`src/hdl/bba_pkg.sv`:
```
// types, constants and helpers shared by the buddy block allocator
// no dependencies
package bba_pkg;

  localparam int LEVELS      = 10;
  localparam int TOTAL_UNITS = 1 << LEVELS;
  localparam int NODE_COUNT  = (2 << LEVELS) - 1;
  localparam int IDX_W       = LEVELS + 1;
  localparam int LVL_W       = 4;
  localparam int OFF_W       = 10;
  localparam int SIZE_W      = 11;

  localparam logic [1:0] ST_ABSENT = 2'd0;
  localparam logic [1:0] ST_FREE   = 2'd1;
  localparam logic [1:0] ST_ALLOC  = 2'd2;
  localparam logic [1:0] ST_SPLIT  = 2'd3;

  localparam logic [1:0] RES_OK       = 2'd0;
  localparam logic [1:0] RES_INVALID  = 2'd1;
  localparam logic [1:0] RES_NO_SPACE = 2'd2;
  localparam logic [1:0] RES_BAD_FREE = 2'd3;

  localparam logic FUNC_ALLOC = 1'b0;
  localparam logic FUNC_FREE  = 1'b1;

  typedef struct packed {
    logic              func;
    logic [SIZE_W-1:0] units_asked;
    logic [OFF_W-1:0]  block_offset;
  } in_item_t;

  typedef struct packed {
    logic [1:0]        status;
    logic [OFF_W-1:0]  granted_offset;
    logic [SIZE_W-1:0] granted_size;
    logic [SIZE_W-1:0] allocated_total;
  } out_item_t;

  typedef struct packed {
    logic             we;
    logic [IDX_W-1:0] addr;
    logic [1:0]       wdata;
  } node_req_t;

  typedef struct packed {
    logic              we;
    logic [OFF_W-1:0]  waddr;
    logic [SIZE_W-1:0] wdata;
    logic [OFF_W-1:0]  raddr;
  } units_req_t;

  function automatic logic [OFF_W-1:0] node_offset(input logic [IDX_W-1:0] idx,
                                                   input logic [LVL_W-1:0] lvl);
    logic [IDX_W-1:0] rel;
    logic [LVL_W-1:0] sh;
    rel = idx + IDX_W'(1) - (IDX_W'(1) << lvl);
    sh  = LVL_W'(LEVELS) - lvl;
    return OFF_W'(rel << sh);
  endfunction

endpackage

```
`src/hdl/bba_node_mem.sv`:
```
// node status memory of the buddy tree, one port, registered read
// depends on bba_pkg
module bba_node_mem (
  input  logic              clk,
  input  bba_pkg::node_req_t req,
  output logic [1:0]        rdata
);
  import bba_pkg::*;

  logic [1:0] mem [NODE_COUNT];
  logic [1:0] rdata_r;

  always_ff @(posedge clk) begin
    if (req.we) begin
      mem[req.addr] <= req.wdata;
    end
    rdata_r <= mem[req.addr];
  end

  assign rdata = rdata_r;
endmodule

```
`config.mk`:
```
export PLATFORM = sky130hd
export DESIGN_NAME = bba_node_mem
export DESIGN_NICKNAME = d
export VERILOG_FILES = /design/src/hdl/bba_pkg.sv /design/src/hdl/bba_node_mem.sv
export SDC_FILE = /design/constraint.sdc
export NUM_CORES = 2
export LEC_CHECK = 0
export BUFFER_PORTS_ARGS = -buffer_cell sky130_fd_sc_hd__clkbuf_2
export CORE_UTILIZATION = 40
export CTS_BUF_LIST = sky130_fd_sc_hd__clkbuf_16
export CTS_CLUSTER_SIZE = 10
export DETAILED_ROUTE_END_ITERATION = 8
export GPL_TIMING_DRIVEN = 0
export REMOVE_ABC_BUFFERS = 1
export SLEW_MARGIN = 5
export SYNTH_ARGS = -nofsm -noshare
export SYNTH_HDL_FRONTEND = slang
export SYNTH_SLANG_ARGS = --single-unit
export TNS_END_PERCENT = 10
```
`constraint.sdc`:
```
create_clock -name clk -period 3 [get_ports clk]
set_input_delay 0.3 -clock clk [delete_from_list [all_inputs] [get_ports clk]]
set_output_delay 0.3 -clock clk [all_outputs]
set_load 0.01 [all_outputs]
```
==> results.md <==
* Dpl ws at -4.46 ns
* Pwr Total at 116 mW
* DR WL/cell at 31.3 um
* Clk slew on worst S/H paths at 0.05 ns
* PortBufs at 16
* Worst Path Max Fanout at 7
* Synthesis Warnings at 0
* Via Count at 98800
* Vias in the first global route at 97800
* Crit path DAT at 4.18 ns
* Starting DRT DRC Count at 13200
* CTS Buffer Depth at 4
* Sequential area share after synthesis at 74.5%
* Dominant synthesized flop cell: edfxtp_1
* DRC errors left at 0
* Routability Congestion at 0.738
* Setup CP Type: input pin to flip-flop
* Largest net degree at the start of global routing at 157
* HPWL after detailed placement at 279000 um
* Rows at 235
* Min Tclk post-route at 3.38 ns
* RSZ-0062 raised after global routing: yes
* Post-synth EDFFs at 4094
* Worst vdd ir at 0.000510 V
* Final critical-path setup slack at -0.385 ns
* Final worst-path cycle share at 113%
* H-tree levels at 5
* Post-route ant nets at 0
* Cell Area, Synth at 0.165 sq mm
* Final nets at 10800
* Root buf cell: clkbuf_16
* Top Ports at 17
* Slew @ Worst Pin at 1.50 ns
* Hold Path Depth at 5
* Setup TNS at -0.385 ns
* Worst Reg-to-Reg Cells at 8
* Detailed-route wire length at 510000 um
* Most common cell after layout, fill and taps aside: edfxtp_1
* Syn avg cell area at 15.4 sq um
* Fin. max-slew vios at 0
* FILL cells at 34800
* Area occupied by multi-input gates at 0.0392 sq mm
* Fmax at 295 MHz
* Commonest non-fill, non-tap cells in the layout: edfxtp_1 (4094), nor2_1 (2048), mux2i_1 (2044)
* CP Data Required Time at 3.80 ns
* Clock Skew at 0.0189 ns
* DR vias/cell at 6.06
* Starting density of the core at 40.2%
* Final Hold Vio Count at 0
* Drt first pass iters at 6
* Pwr dens at 613 mW/mm^2
* Max cap viols at 0
* Share of layout cells above drive strength 1 at 9.63%
* Violated checks: setup timing
* Seq cells post-synth at 4096
* CTS tree: yes
* Final setup fails at 1
* First-pass GRT wire length at 708000 um
* Setup crit start kind: input pin
* DIE WIDTH at 644 um
* Register Area at 0.123 sq mm
* GRT Overall Usage at 23.7%
* Min-Delay Path Class: input pin to flip-flop
* Initial antenna violation count at 27
* Num CTS Buffers at 452
* Die ar. at 0.415 sq mm
* Leakage power at 63.6 nW
* CP Capture Type: flip-flop
* Mapped Cells at 10800
* Status: finished with violations
* Distinct cell type count after synthesis at 38
* Synth async-reset ratio at 0%
* P&R area growth vs syn at 15.1%
* Clock sinks at 4096
* Grt ovf at 0
* Clock Latency Late Sink at 0.96 ns
* Core Box Area at 0.410 sq mm
* Rel. slew slack at 0.155%
* Die Height at 644 um
worst max-delay path, cell delays in order:
cell and delay (ns):
clkbuf_16 0.15, buf_16 0.16, buf_16 0.14, buf_16 0.15, buf_16 0.16, buf_16 0.17
buf_12 0.15, buf_4 0.14, buf_4 0.15, mux2i_1 0.18, o22ai_1 0.13, nor4_2 0.43
nand2_1 0.18, a21oi_2 0.26, nand4_1 0.20, a222oi_1 0.86, nand4_1 0.17
report_power, final:
part	internal (mW)	switching (mW)
registers	63.0	0.0195
clock network	26.8	20.6
logic	2.03	3.93
cells in the mapped netlist, drive strengths merged, types with 13 or more instances:
| cell type | instances | area share, % |
|---|---|---|
| nand2 | 215 | 0.49 |
| a21oi | 56 | 0.17 |
| a22oi | 35 | 0.16 |
| nand4 | 20 | 0.080 |
| edfxtp | 4094 | 74 |
| mux2i | 2046 | 12 |
| nor3 | 13 | 0.039 |
| o22ai | 1022 | 3.9 |
| nor2 | 2052 | 4.7 |
| clkbuf | 472 | 1.1 |
| nor4 | 254 | 0.96 |
| buf | 405 | 1.3 |
layout make-up:
| cell class | instances | area share [%] |
|---|---|---|
| multi-input combinational | 5781 | 20.6 |
| tap | 5451 | 3.59 |
| antenna | 7 | 0.00922 |
| clock inverter | 71 | 0.213 |
| sequential | 4096 | 64.7 |
| clock buffer | 461 | 6.07 |
| timing repair buffer | 435 | 4.79 |
sequential cells by signal, summed over array words and instances, names as in the netlist:
register,count
mem,4094
rdata,2
path summary, 6_finish.rpt:
kind	start	to	slack, ns
hold reg to reg	mem[1176][0]$_DFFE_PP_	rdata[0]$_DFF_P_	1.11
setup reg to reg	mem[1599][1]$_DFFE_PP_	rdata[1]$_DFF_P_	-0.29
hold / removal	req[12]	rdata[1]$_DFF_P_	0.07
setup / recovery	req[3]	rdata[1]$_DFF_P_	-0.38
stage by stage:
step / util, % / instance area, sq um / instances / hold WS, ns
after floorplan: - / 161000 / 9873 / 0.399
after global placement: 41.0 / 168000 / 15300 / 0.867
after detailed placement: 42.6 / 175000 / 15600 / 0.861
after CTS: 46.2 / 189000 / 16300 / 0.00196
after global routing: 46.3 / 190000 / 16300 / 0.0789
final: 46.3 / 190000 / 16300 / 0.0741
layer usage:
layer	global-route usage [%]	routed length, um
met1	33.2	204000
met5	0	39
met2	37.6	236000
met4	8.24	19400
met3	3.75	50300
logic make-up (layout without fill, tap and decap cells):
group                  after synthesis  after routing  share of synthesized area [%]
AND/OR/NAND/NOR                   2603           2607                           6.47
multiplexers                      2048           2048                           12.4
AO/OA/AOI/OAI                     1126           1126                           4.26
flip-flops                        4096           4096                           74.5
buffers and inverters              877            967                           2.37
other                                0              7                              0
what timing repair did:
item | in CTS | in global routing
pin swaps | 33 | 19
hold endpoints to repair | 192 | 0
setup buffers | 52 | 1
endpoints found under the setup margin | 3823 | 573
resized for setup | 77 | 57
cloned | 72 | 11
hold buffers | 8 | 0
Note: power is estimated with default switching activity, not from simulation.
